File: src/slbe_pkg.sv
// Shared types, constants and saturation helpers for the best-edges unit.
package slbe_pkg;

	localparam int MAX_WORD    = 10;
	localparam int TOP_EDGES   = 5;
	localparam int SCORE_W     = 24;
	localparam int WORD_W      = 28;
	localparam int PATH_W      = 40;
	localparam int LEN_W       = 4;
	localparam int RANK_W      = 3;
	localparam int KEEP_W      = 3;
	localparam int CFG_W       = 4;
	localparam int CFG_IDX_W   = 1;
	localparam int IDX_W       = $clog2(MAX_WORD);
	localparam int ACC_W       = SCORE_W + $clog2(MAX_WORD + 1) + 1;

	localparam logic [CFG_IDX_W-1:0] REG_MAX_WORD_LEN = 1'd0;
	localparam logic [CFG_IDX_W-1:0] REG_KEEP_COUNT   = 1'd1;

	typedef struct packed {
		logic signed [SCORE_W-1:0] score_begin;
		logic signed [SCORE_W-1:0] score_middle;
		logic signed [SCORE_W-1:0] score_end;
		logic signed [SCORE_W-1:0] score_single;
		logic                      sentence_start;
	} in_item_t;

	typedef struct packed {
		logic        [LEN_W-1:0]  word_length;
		logic signed [WORD_W-1:0] word_score;
		logic signed [PATH_W-1:0] path_score;
		logic        [RANK_W-1:0] edge_rank;
		logic                     last_edge;
	} out_item_t;

	typedef struct packed {
		logic        [LEN_W-1:0]  len;
		logic signed [WORD_W-1:0] word;
		logic signed [PATH_W-1:0] path;
	} edge_t;

	typedef struct packed {
		logic signed [SCORE_W-1:0] b;
		logic signed [SCORE_W-1:0] m;
		logic signed [PATH_W-1:0]  p;
	} hist_t;

	function automatic logic signed [WORD_W-1:0] sat_word(input logic signed [ACC_W-1:0] v);
		logic signed [ACC_W-1:0] hi;
		logic signed [ACC_W-1:0] lo;
		hi = ACC_W'({1'b0, {(WORD_W-1){1'b1}}});
		lo = -hi - ACC_W'(1);
		if (v > hi)
			return {1'b0, {(WORD_W-1){1'b1}}};
		else if (v < lo)
			return {1'b1, {(WORD_W-1){1'b0}}};
		else
			return v[WORD_W-1:0];
	endfunction

	function automatic logic signed [PATH_W-1:0] sat_path(input logic signed [PATH_W:0] v);
		if (v[PATH_W] != v[PATH_W-1])
			return v[PATH_W] ? {1'b1, {(PATH_W-1){1'b0}}} : {1'b0, {(PATH_W-1){1'b1}}};
		else
			return v[PATH_W-1:0];
	endfunction

endpackage

File: src/slbe_hist_cell.sv
// One history cell: B, M and best-prefix scores of one past character.
module slbe_hist_cell (
	input  logic           clk,
	input  logic           arst_n,
	input  logic           shift,
	input  slbe_pkg::hist_t d,
	output slbe_pkg::hist_t q
);
	import slbe_pkg::*;

	hist_t ent_q;

	always_ff @(posedge clk or negedge arst_n) begin
		if (!arst_n) begin
			ent_q <= '0;
		end else if (shift) begin
			ent_q <= d;
		end
	end

	assign q = ent_q;

endmodule

File: src/slbe_sort_cell.sv
// One insertion-sort cell: holds one ranked edge, yields to better candidates.
module slbe_sort_cell (
	input  logic            clk,
	input  logic            arst_n,
	input  logic            clear,
	input  logic            step,
	input  logic            active,
	input  slbe_pkg::edge_t cand,
	input  logic            prev_hold,
	input  logic            prev_valid,
	input  slbe_pkg::edge_t prev_edge,
	output logic            hold,
	output logic            valid,
	output slbe_pkg::edge_t edge_q
);
	import slbe_pkg::*;

	logic  valid_q;
	edge_t ent_q;

	// stable: an equal score stays ahead of the later (longer) candidate
	assign hold = valid_q && (ent_q.path >= cand.path);

	always_ff @(posedge clk or negedge arst_n) begin
		if (!arst_n) begin
			valid_q <= 1'b0;
		end else if (clear) begin
			valid_q <= 1'b0;
		end else if (step) begin
			if (!active)
				valid_q <= 1'b0;
			else if (!hold)
				valid_q <= prev_hold ? 1'b1 : prev_valid;
		end
	end

	always_ff @(posedge clk) begin
		if (step && active && !hold) begin
			ent_q <= prev_hold ? cand : prev_edge;
		end
	end

	assign valid  = valid_q;
	assign edge_q = ent_q;

endmodule

File: src/segment_lattice_best_edges_unit.sv
// Top level of the word-lattice best-edges unit.
//
// Each input transaction carries one character's B/M/E/S tag scores (Q12.12)
// and a sentence-start flag. For every word length 1..min(max_word_len,
// characters so far in the sentence) the unit forms the word score and the
// path score (best prefix before the word plus word score, saturating at 40
// bits) and feeds it to a row of insertion-sort cells that keeps the best
// keep_count edges, ties in length order. The edges then leave best first,
// one output transaction each, with last_edge on the final one. A character
// passes through four states: idle, which takes the input; sweep, one word
// length per cycle for each of the L lengths through the shared adder and
// the sort-cell row; update, which shifts the history cells; and emit, which
// sends K = min(L, keep_count) edges; a stalled output stretches the emit
// phase. The next character is taken once all edges of the current one sit
// in or have left the output register.
module segment_lattice_best_edges_unit (
	input  logic                               clk,
	input  logic                               arst_n,
	input  logic                               cfg_we,
	input  logic [slbe_pkg::CFG_IDX_W-1:0]     cfg_addr,
	input  logic [slbe_pkg::CFG_W-1:0]         cfg_wdata,
	input  logic                               in_valid,
	output logic                               in_ready,
	input  slbe_pkg::in_item_t                 in_data,
	output logic                               out_valid,
	input  logic                               out_ready,
	output slbe_pkg::out_item_t                out_data
);
	import slbe_pkg::*;

	localparam logic [1:0] ST_IDLE   = 2'd0;
	localparam logic [1:0] ST_SWEEP  = 2'd1;
	localparam logic [1:0] ST_UPDATE = 2'd2;
	localparam logic [1:0] ST_EMIT   = 2'd3;

	logic [1:0]  state_q;

	// config registers
	logic [LEN_W-1:0]  max_len_q;
	logic [KEEP_W-1:0] keep_q;

	// latched character
	in_item_t          item_q;
	logic [LEN_W-1:0]  chars_q;    // chars of sentence before this one
	logic [LEN_W-1:0]  lim_q;
	logic [LEN_W-1:0]  len_q;      // current sweep length
	logic [KEEP_W-1:0] keep_eff_q;
	logic [KEEP_W-1:0] n_q;
	logic [KEEP_W-1:0] k_q;
	logic signed [ACC_W-1:0] msum_q;

	out_item_t out_q;
	logic      out_valid_q;

	// history cells
	hist_t hist   [MAX_WORD];
	hist_t hist_d [MAX_WORD];
	logic  hist_shift;

	// sort cells
	edge_t cell_edge  [TOP_EDGES];
	logic  cell_valid [TOP_EDGES];
	logic  cell_hold  [TOP_EDGES];
	edge_t cand;

	logic accept;
	assign accept   = in_valid && in_ready;
	assign in_ready = (state_q == ST_IDLE);

	// effective limits for a new character
	logic [LEN_W-1:0]  chars_eff;
	logic [LEN_W-1:0]  max_eff;
	logic [LEN_W-1:0]  lim_new;
	logic [KEEP_W-1:0] keep_new;

	always_comb begin
		chars_eff = in_data.sentence_start ? '0 : chars_q;
		if (max_len_q == '0)
			max_eff = LEN_W'(1);
		else if (max_len_q > LEN_W'(MAX_WORD))
			max_eff = LEN_W'(MAX_WORD);
		else
			max_eff = max_len_q;
		lim_new = (max_eff > chars_eff + LEN_W'(1)) ? chars_eff + LEN_W'(1) : max_eff;
		if (keep_q == '0)
			keep_new = KEEP_W'(1);
		else if (keep_q > KEEP_W'(TOP_EDGES))
			keep_new = KEEP_W'(TOP_EDGES);
		else
			keep_new = keep_q;
	end

	// candidate edge for length len_q
	logic [IDX_W-1:0]        bidx;
	logic [IDX_W-1:0]        pidx;
	logic signed [ACC_W-1:0] w_raw;
	logic signed [WORD_W-1:0] w_sat;
	logic signed [PATH_W-1:0] pre;

	always_comb begin
		bidx = (len_q >= LEN_W'(2)) ? IDX_W'(len_q - LEN_W'(2)) : '0;
		pidx = IDX_W'(len_q - LEN_W'(1));
		if (len_q == LEN_W'(1))
			w_raw = ACC_W'(item_q.score_single);
		else
			w_raw = ACC_W'(item_q.score_end) + ACC_W'(hist[bidx].b) + msum_q;
		w_sat = sat_word(w_raw);
		pre   = (len_q - LEN_W'(1) < chars_q) ? hist[pidx].p : '0;
		cand.len  = len_q;
		cand.word = w_sat;
		cand.path = sat_path(PATH_W'(pre) + (PATH_W+1)'(w_sat) + {pre[PATH_W-1], {PATH_W{1'b0}}});
	end

	// history row: newest at index 0
	assign hist_shift = (state_q == ST_UPDATE);
	always_comb begin
		hist_d[0].b = item_q.score_begin;
		hist_d[0].m = item_q.score_middle;
		hist_d[0].p = cell_edge[0].path;
		for (int i = 1; i < MAX_WORD; i++)
			hist_d[i] = hist[i-1];
	end

	for (genvar g = 0; g < MAX_WORD; g++) begin : g_hist
		slbe_hist_cell u_hist (
			.clk    (clk),
			.arst_n (arst_n),
			.shift  (hist_shift),
			.d      (hist_d[g]),
			.q      (hist[g])
		);
	end

	// sort row: rank 0 at index 0, candidates ripple toward higher ranks
	for (genvar g = 0; g < TOP_EDGES; g++) begin : g_sort
		if (g == 0) begin : g_head
			slbe_sort_cell u_cell (
				.clk        (clk),
				.arst_n     (arst_n),
				.clear      (accept),
				.step       (state_q == ST_SWEEP),
				.active     (1'b1),
				.cand       (cand),
				.prev_hold  (1'b1),
				.prev_valid (1'b0),
				.prev_edge  (cand),
				.hold       (cell_hold[g]),
				.valid      (cell_valid[g]),
				.edge_q     (cell_edge[g])
			);
		end else begin : g_tail
			slbe_sort_cell u_cell (
				.clk        (clk),
				.arst_n     (arst_n),
				.clear      (accept),
				.step       (state_q == ST_SWEEP),
				.active     (KEEP_W'(g) < keep_eff_q),
				.cand       (cand),
				.prev_hold  (cell_hold[g-1]),
				.prev_valid (cell_valid[g-1]),
				.prev_edge  (cell_edge[g-1]),
				.hold       (cell_hold[g]),
				.valid      (cell_valid[g]),
				.edge_q     (cell_edge[g])
			);
		end
	end

	// config writes
	always_ff @(posedge clk or negedge arst_n) begin
		if (!arst_n) begin
			max_len_q <= LEN_W'(MAX_WORD);
			keep_q    <= KEEP_W'(TOP_EDGES);
		end else if (cfg_we) begin
			unique case (cfg_addr)
				REG_MAX_WORD_LEN: max_len_q <= cfg_wdata[LEN_W-1:0];
				REG_KEEP_COUNT:   keep_q    <= cfg_wdata[KEEP_W-1:0];
				default: ;
			endcase
		end
	end

	logic load_out;
	assign load_out = (state_q == ST_EMIT) && (!out_valid_q || out_ready);

	always_ff @(posedge clk) begin
		if (accept)
			item_q <= in_data;
		if (load_out) begin
			out_q.word_length <= cell_edge[k_q].len;
			out_q.word_score  <= cell_edge[k_q].word;
			out_q.path_score  <= cell_edge[k_q].path;
			out_q.edge_rank   <= RANK_W'(k_q);
			out_q.last_edge   <= (k_q + KEEP_W'(1) == n_q);
		end
	end

	always_ff @(posedge clk or negedge arst_n) begin
		if (!arst_n) begin
			state_q     <= ST_IDLE;
			chars_q     <= '0;
			lim_q       <= '0;
			len_q       <= '0;
			keep_eff_q  <= '0;
			n_q         <= '0;
			k_q         <= '0;
			msum_q      <= '0;
			out_valid_q <= 1'b0;
		end else begin
			if (out_valid_q && out_ready && !load_out)
				out_valid_q <= 1'b0;
			unique case (state_q)
				ST_IDLE: begin
					if (accept) begin
						chars_q    <= chars_eff;
						lim_q      <= lim_new;
						keep_eff_q <= keep_new;
						len_q      <= LEN_W'(1);
						msum_q     <= '0;
						state_q    <= ST_SWEEP;
					end
				end
				ST_SWEEP: begin
					if (len_q >= LEN_W'(2))
						msum_q <= msum_q + ACC_W'(hist[bidx].m);
					len_q <= len_q + LEN_W'(1);
					if (len_q == lim_q)
						state_q <= ST_UPDATE;
				end
				ST_UPDATE: begin
					if (chars_q < LEN_W'(MAX_WORD - 1))
						chars_q <= chars_q + LEN_W'(1);
					n_q     <= (lim_q < LEN_W'(keep_eff_q)) ? KEEP_W'(lim_q) : keep_eff_q;
					k_q     <= '0;
					state_q <= ST_EMIT;
				end
				ST_EMIT: begin
					if (load_out) begin
						out_valid_q <= 1'b1;
						k_q         <= k_q + KEEP_W'(1);
						if (k_q + KEEP_W'(1) == n_q)
							state_q <= ST_IDLE;
					end
				end
				default: state_q <= ST_IDLE;
			endcase
		end
	end

	assign out_valid = out_valid_q;
	assign out_data  = out_q;

endmodule
File: config.mk
export PLATFORM = sky130hd
export DESIGN_NAME = segment_lattice_best_edges_unit
export DESIGN_NICKNAME = d
export VERILOG_FILES = /design/src/slbe_pkg.sv /design/src/slbe_hist_cell.sv /design/src/slbe_sort_cell.sv /design/src/segment_lattice_best_edges_unit.sv
export SDC_FILE = /design/constraint.sdc
export NUM_CORES = 2
export LEC_CHECK = 0
export ABC_AREA = 1
export BUFFER_PORTS_ARGS = -buffer_cell sky130_fd_sc_hd__buf_2
export CAP_MARGIN = 40
export CORE_ASPECT_RATIO = 0.8
export CORE_MARGIN = 2
export CORE_UTILIZATION = 30
export DETAILED_ROUTE_END_ITERATION = 8
export HOLD_SLACK_MARGIN = 0.03
export PLACE_DENSITY_LB_ADDON = 0.12
export SLEW_MARGIN = 20
export SYNTH_ARGS = -nofsm -noshare
export SYNTH_HDL_FRONTEND = slang
export SYNTH_SLANG_ARGS = --single-unit
File: constraint.sdc
create_clock -name clk -period 33 [get_ports clk]
set_input_delay 3.3 -clock clk [delete_from_list [all_inputs] [get_ports clk]]
set_output_delay 3.3 -clock clk [all_outputs]
set_load 0.005 [all_outputs]
=== After elaboration in Yosys (flattened, before gate mapping) ===
Index checks and enable logic that the tools add are counted.
Widths: inputs -> output; s select.

* Bitwise gates (word level): 4
* Order comparisons: 21
* $add $sub $neg: 11
* Equality and inequality tests: 18
* Reduce and logical (&&, ||, !) cells: 46
* Muxes and demuxes: 68

{| class="wikitable"
|+ Operators with widths
! cell !! count
|-
| $bmux 88 s4 || 2
|-
| $mux 72 || 6
|-
| $bmux 72 s3 || 1
|-
| $ge 40x40->1 || 5
|-
| $mux 40 || 5
|-
| $mux 88 || 2
|-
| $mux 29 || 3
|-
| $pmux 29 s2 || 1
|-
| $mux 28 || 2
|-
| $add 40x41->41 || 1
|-
| $add 41x41->41 || 1
|-
| $mux 4 || 8
|-
| $add 25x29->29 || 1
|-
| $add 29x24->29 || 1
|-
| $gt 29x28->1 const B || 1
|-
| $lt 29x28->1 const B || 1
|-
| $mux 1 || 26
|-
| $add 24x24->25 || 1
|-
| $reduce_and 2->1 || 10
|-
| $logic_and 1x1->1 || 18
|-
| $pmux 4 s2 || 2
|-
| $add 4x1->4 const B || 3
|-
| $mux 3 || 4
|-
| $ne 3x3->1 const B || 4
|-
| other kinds (37) || 59
|}

* Input port bits: 107
* Bits in registers: 1477
* Word-level logic and storage cells: 238

=== Longest topological paths before layout ===
* Word-level depth: 23
* Depth in mapped cells: 81
* Depth with buffers taken out: 72

=== By module ===
Synthesis repeated with hierarchy kept, for this count alone.

* Cell total of the unflattened synthesis: 10158
* Area, all modules: 80587.3 um2

{| class="wikitable"
|+ Modules (own cells, without submodules)
! module !! cells each !! seq. area each (um2) !! area each (um2) !! times used
|-
| slbe_hist_cell || 372 || 2202.1 || 3323.2 || 10
|-
| segment_lattice_best_edges_unit || 4068 || 6671.4 || 26410.3 || 1
|-
| slbe_sort_cell || 474 || 2187.1 || 4189.0 || 5
|}

=== Worst setup path after synthesis ===
OpenSTA, ideal clock, no wires.

* Path type: register to register
* Start: register len_q[0]
* End: register g_sort[1].g_tail.u_cell.ent_q, in the netlist g_sort[1].g_tail.u_cell.edge_q[0], enable pin
* Period minus slack after synthesis: 15.836 ns
* Arrival time: 15.246 ns
* Cell stages (with the launch flop): 73
* Path slack: 17.164 ns
* Setup time: 0.591 ns
* Path through: dfrtp_1 clkbuf_1 inv_1 clkbuf_1 clkbuf_1 clkbuf_1 ha_1 nand3b_2 nand2_1 inv_2 clkbuf_1 clkbuf_1 buf_1 nor2_1 o211ai_1 o311ai_0 nand2_1 fa_1 [37 not listed] nand2_1 nor2_1 a211oi_1 nor2_1 o21ai_0 nand3_1 nand2_1 a21oi_1 a2111oi_0 o21ai_1 inv_1 nand2_1 nand2_1 o211ai_2 nand2_4 inv_2 buf_2 nor3_1

{| class="wikitable"
|+ RTL lines
! element !! RTL line !! text
|-
| from (decl) || segment_lattice_best_edges_unit.sv:46 || <nowiki>logic [LEN_W-1:0] len_q;</nowiki>
|-
| from (signal assigned) || segment_lattice_best_edges_unit.sv:226 || <nowiki>len_q <= len_q + LEN_W'(1);</nowiki>
|-
| to (signal assigned) || slbe_sort_cell.sv:39 || <nowiki>ent_q <= prev_hold ? cand : prev_edge;</nowiki>
|-
| to (decl) || slbe_sort_cell.sv:19 || <nowiki>edge_t ent_q;</nowiki>
|}

==> impl_metrics.sql <==
INSERT INTO impl_metrics (metric_group, metric, value, unit) VALUES
('global_routing', 'pin_count_of_the_biggest_net_entering_global_routing', '180', ''),
('floorplan', 'floorplan.io_pins', '185', ''),
('clock_tree', 'cts.sinks', '1477', ''),
('clock_tree', 'cts.path.max_buffers', '4', ''),
('floorplan', 'die_y', '455', 'um'),
('global_routing', 'grt_util_all_layers', '0.207', ''),
('synth', 'post_synth_num_cell_types', '69', ''),
('clock_tree', 'clockRootBuffer', 'sky130_fd_sc_hd__clkbuf_16', ''),
('hold_path', 'worst_hold_path_ep', 'g_hist[0].u_hist.q[59]', ''),
('worst_setup_path', 'worstSetupEndpointType', 'flop', ''),
('worst_setup_path', 'crit_path_start_kind', 'flop', ''),
('cells_and_area', 'final_nets', '9422', ''),
('cells_and_area', 'drive_above_1_share', '0.0853', ''),
('floorplan', 'initial_core_util', '0.302', ''),
('global_routing', 'vias_in_the_first_global_route', '60109', ''),
('clock_tree', 'cts.reportedPaths.clkPinSlew', '0.06', 'ns'),
('synth', 'syn-cell-area', '76400', 'sq um'),
('worst_setup_path', 'r2r_start', 'len_q[0]', ''),
('synth', 'async_reset_ff_frac', '0.640', ''),
('sta', 'finalHoldViolCount', '0', ''),
('synth', 'mean_syn_cell_area', '8.56', 'sq um'),
('worst_setup_path', 'reg2reg_slack', '16.17', 'ns'),
('sta', 'timing.final.max_slew_violations', '0', ''),
('worst_setup_path', 'criticalPathCategory', 'reg2reg', ''),
('worst_setup_path', 'timing.critical_path.from', 'len_q[0]', ''),
('floorplan', 'die_w', '568', 'um'),
('drt', 'routed-via-count', '62599', ''),
('clock_tree', 'cts.repair_timing.setup_buffer_count', '0', ''),
('sta', 'finalSetupViolCount', '0', ''),
('drt', 'routed.top_layer', 'met4', ''),
('clock_tree', 'clock_tree.htree_level_count', '4', ''),
('clock_tree', 'cts_tree', 'done', ''),
('synth', 'synth-edff-count', '532', ''),
('synth', 'synthCells', '8927', ''),
('drt', 'postRouteAntennaNets', '0', ''),
('drt', 'drt_pass1_iterations', '6', ''),
('placed_design', 'routabilityCongestion', '0.893', ''),
('global_routing', 'number_of_antenna_violations_at_the_first_check_in_global_routing', '9', ''),
('sta', 'tightest_slew', '1.00', 'ns'),
('sta', 'finalCritPeriodShare', '0.510', ''),
('worst_setup_path', 'crit_path_frequent_cell', 'sky130_fd_sc_hd__nand2_1', ''),
('clock_tree', 'cts.repair.resized', '0', ''),
('drt', 'dr_wl_met3', '16.1', 'mm'),
('drt', 'drt_iter0_markers', '6083', ''),
('worst_setup_path', 'timing.critical_path.arrival', '17.30', 'ns'),
('floorplan', 'core.rowCount', '165', ''),
('hold_path', 'min-delay-path-class', 'reg2reg', ''),
('sta', 'finalSetupTns', '0', 'ns'),
('worst_setup_path', 'crit_path_max_incr_delay', '0.80', 'ns'),
('drt', 'post_drt_wl_per_cell', '21.8', 'um'),
('hold_path', 'hold_depth', '2', ''),
('drt', 'drc', '0', ''),
('worst_setup_path', 'timing.reg2reg.worst_path_depth', '68', ''),
('drt', 'route.final.wire_length', '272', 'mm'),
('floorplan', 'fp.dieArea', '259000', 'sq um'),
('sta', 'slew-limit-headroom', '0.325', ''),
('clock_tree', 'cts_hold_buffers', '0', ''),
('outcome', 'status', 'completed', ''),
('synth', 'synth-warning-count', '0', ''),
('sta', 'clock.fmax', '59.4', 'MHz'),
('drt', 'wirelength_met1', '136', 'mm'),
('synth', 'seq_area_frac_synth', '0.519', ''),
('worst_setup_path', 'cp_max_fo', '41', ''),
('worst_setup_path', 'cp_slowest_cell', 'sky130_fd_sc_hd__dfrtp_4', ''),
('worst_setup_path', 'r2r_end', 'g_sort[1].g_tail.u_cell.edge_q[30]', ''),
('hold_path', 'hold_start', 'hist_d[851]', ''),
('synth', 'synth_ff_type', 'sky130_fd_sc_hd__dfrtp_1', ''),
('synth', 'ys_ff_latch', '1477', ''),
('global_routing', 'grt_overflow', '0', ''),
('drt', 'viasPerCell', '5.02', ''),
('clock_tree', 'cts_buffers', '181', ''),
('floorplan', 'core_region_area', '253000', 'sq um'),
('placed_design', 'buffer_ports.inserted', '184', ''),
('worst_setup_path', 'cp.required', '33.47', 'ns'),
('cells_and_area', 'area_growth_syn_to_layout', '14.7', '%'),
('clock_tree', 'clkLatencyLatePin', '0.87', 'ns'),
('sta', 'min_period', '16.84', 'ns'),
('job', 'max-cap-violations', '0', ''),
('synth', 'synth_fp_nets', '9374', ''),
('drt', 'detailroute.wirelength.met2', '114', 'mm'),
('global_routing', 'grt_pass1_wl', '407', 'mm'),
('placed_design', 'place_hpwl', '180', 'mm'),
('sta', 'rsz_0062_raised_after_global_routing', 'false', ''),
('sta', 'skew', '0.0898', 'ns');
-- sequential cells by signal (all words and copies together) (netlist names) --
register,count
out_data,76
keep_eff_q,3
k_q,3
state_q,2
len_q,4
hist_d,48
out_valid,1
lim_q,4
msum_q,29
chars_q,4
g_hist.u_hist.q,880
g_sort.g_head.u_cell.edge_q,72
keep_q,3
max_len_q,4
g_sort.g_tail.u_cell.edge_q,288
item_q,48
n_q,3
g_sort.g_tail.u_cell.valid,4
g_sort.g_head.u_cell.valid,1
-- placed cells by master, fill, tap and decap left out, types with 26 or more instances in the layout --
cell                           n
sky130_fd_sc_hd__clkbuf_1     40
sky130_fd_sc_hd__a221o_1      44
sky130_fd_sc_hd__nand3_1     214
sky130_fd_sc_hd__clkinv_2     35
sky130_fd_sc_hd__fa_1         31
sky130_fd_sc_hd__nor2_1      241
sky130_fd_sc_hd__nand2_1    2572
sky130_fd_sc_hd__o21ai_0    1387
sky130_fd_sc_hd__a31oi_1      26
sky130_fd_sc_hd__a21oi_1     600
sky130_fd_sc_hd__edfxtp_1    532
sky130_fd_sc_hd__xnor2_1      31
sky130_fd_sc_hd__nand4_1      33
sky130_fd_sc_hd__inv_1       847
sky130_fd_sc_hd__buf_4       134
sky130_fd_sc_hd__dfrtp_1     936
sky130_fd_sc_hd__clkbuf_16   186
sky130_fd_sc_hd__o211ai_1     44
sky130_fd_sc_hd__xor2_1       43
sky130_fd_sc_hd__o21ai_1      79
sky130_fd_sc_hd__o22ai_1      28
sky130_fd_sc_hd__buf_2       201
sky130_fd_sc_hd__ha_1        307
sky130_fd_sc_hd__a311oi_1     44
sky130_fd_sc_hd__a211oi_1     54
sky130_fd_sc_hd__nor3_1       33
-- synthesized netlist by cell type (22+ instances only) --
| cell | count | share of area |
|---|---|---|
| sky130_fd_sc_hd__a211oi_1 | 54 | 0.0053 |
| sky130_fd_sc_hd__a21oi_1 | 602 | 0.039 |
| sky130_fd_sc_hd__a221o_1 | 44 | 0.0058 |
| sky130_fd_sc_hd__a221oi_1 | 22 | 0.0025 |
| sky130_fd_sc_hd__a311oi_1 | 44 | 0.0050 |
| sky130_fd_sc_hd__a31oi_1 | 26 | 0.0021 |
| sky130_fd_sc_hd__buf_1 | 38 | 0.0019 |
| sky130_fd_sc_hd__buf_2 | 22 | 0.0014 |
| sky130_fd_sc_hd__clkbuf_1 | 425 | 0.021 |
| sky130_fd_sc_hd__dfrtp_1 | 941 | 0.31 |
| sky130_fd_sc_hd__edfxtp_1 | 532 | 0.21 |
| sky130_fd_sc_hd__fa_1 | 31 | 0.0081 |
| sky130_fd_sc_hd__ha_1 | 309 | 0.051 |
| sky130_fd_sc_hd__inv_1 | 852 | 0.042 |
| sky130_fd_sc_hd__nand2_1 | 2573 | 0.13 |
| sky130_fd_sc_hd__nand3_1 | 215 | 0.014 |
| sky130_fd_sc_hd__nand4_1 | 33 | 0.0027 |
| sky130_fd_sc_hd__nor2_1 | 244 | 0.012 |
| sky130_fd_sc_hd__nor3_1 | 55 | 0.0036 |
| sky130_fd_sc_hd__o211ai_1 | 44 | 0.0043 |
| sky130_fd_sc_hd__o21ai_0 | 1390 | 0.091 |
| sky130_fd_sc_hd__o21ai_1 | 76 | 0.0050 |
| sky130_fd_sc_hd__o22ai_1 | 28 | 0.0023 |
| sky130_fd_sc_hd__xnor2_1 | 32 | 0.0037 |
| sky130_fd_sc_hd__xor2_1 | 44 | 0.0050 |
-- routing by layer --
metal | up-vias | track usage
met5 | - | 0
met4 | 0 | 0.0424
met3 | 286 | 0.0325
met2 | 1660 | 0.302
met1 | 30631 | 0.319
li1 | 30022 | -
-- through the flow --
step	std cells	utilization	worst slack, ns	hold slack [ns]	cell area [sq um]
floorplan	8927	-	17.16	0.420	76400
global placement	12050	0.318	15.67	0.434	80600
detailed placement	12109	0.321	15.93	0.436	81300
CTS	12431	0.345	15.78	0.448	87200
global route	12454	0.346	15.10	0.472	87600
finish	12459	0.346	16.17	0.444	87700
-- area by class of cell --
class,count,area [sq um]
antenna,5,12.5
clock buffer,249,5120
clock inverter,73,788
fill,26192,165000
inverter,869,3280
multi-input combinational,6056,31500
sequential,1477,39600
tap,3340,4180
timing repair buffer,390,3100
-- logic make-up (layout without fill, tap and decap cells) --
family                   count (synthesis)  in the layout  synth area share
AND/OR/NAND/NOR                       3183           3183             0.165
AO/OA/AOI/OAI                         2439           2439             0.175
flip-flops                            1477           1477             0.519
buffers and inverters                 1394           1581            0.0721
adder cells (fa/ha/maj)                343            343            0.0591
XOR/XNOR                                76             76           0.00871
multiplexers                            15             15           0.00196
other                                    0              5                 0
-- critical path, delay by kind of cell, from the launching register on --
| family | cells | cell delay (ns) |
|---|---|---|
| fa+ha+maj | 5 | 1.99 |
| simple gates | 36 | 6.28 |
| compound gates | 13 | 2.78 |
| flops | 1 | 0.80 |
| buf+inv | 14 | 4.41 |
-- worst max-delay path by stage --
stage | to | slack, ns
after floorplan | g_sort[1].g_tail.u_cell.edge_q[0] | 17.16
final | g_sort[1].g_tail.u_cell.edge_q[30] | 16.17
after CTS | g_sort[1].g_tail.u_cell.edge_q[30] | 15.78
after detailed placement | g_sort[1].g_tail.u_cell.edge_q[18] | 15.93
after global routing | g_sort[3].g_tail.u_cell.edge_q[26] | 15.10
after global placement | g_sort[1].g_tail.u_cell.edge_q[21] | 15.67
Power is not shown: default switching activity piles up to over one toggle a cycle in this logic, so the estimate is an artifact.
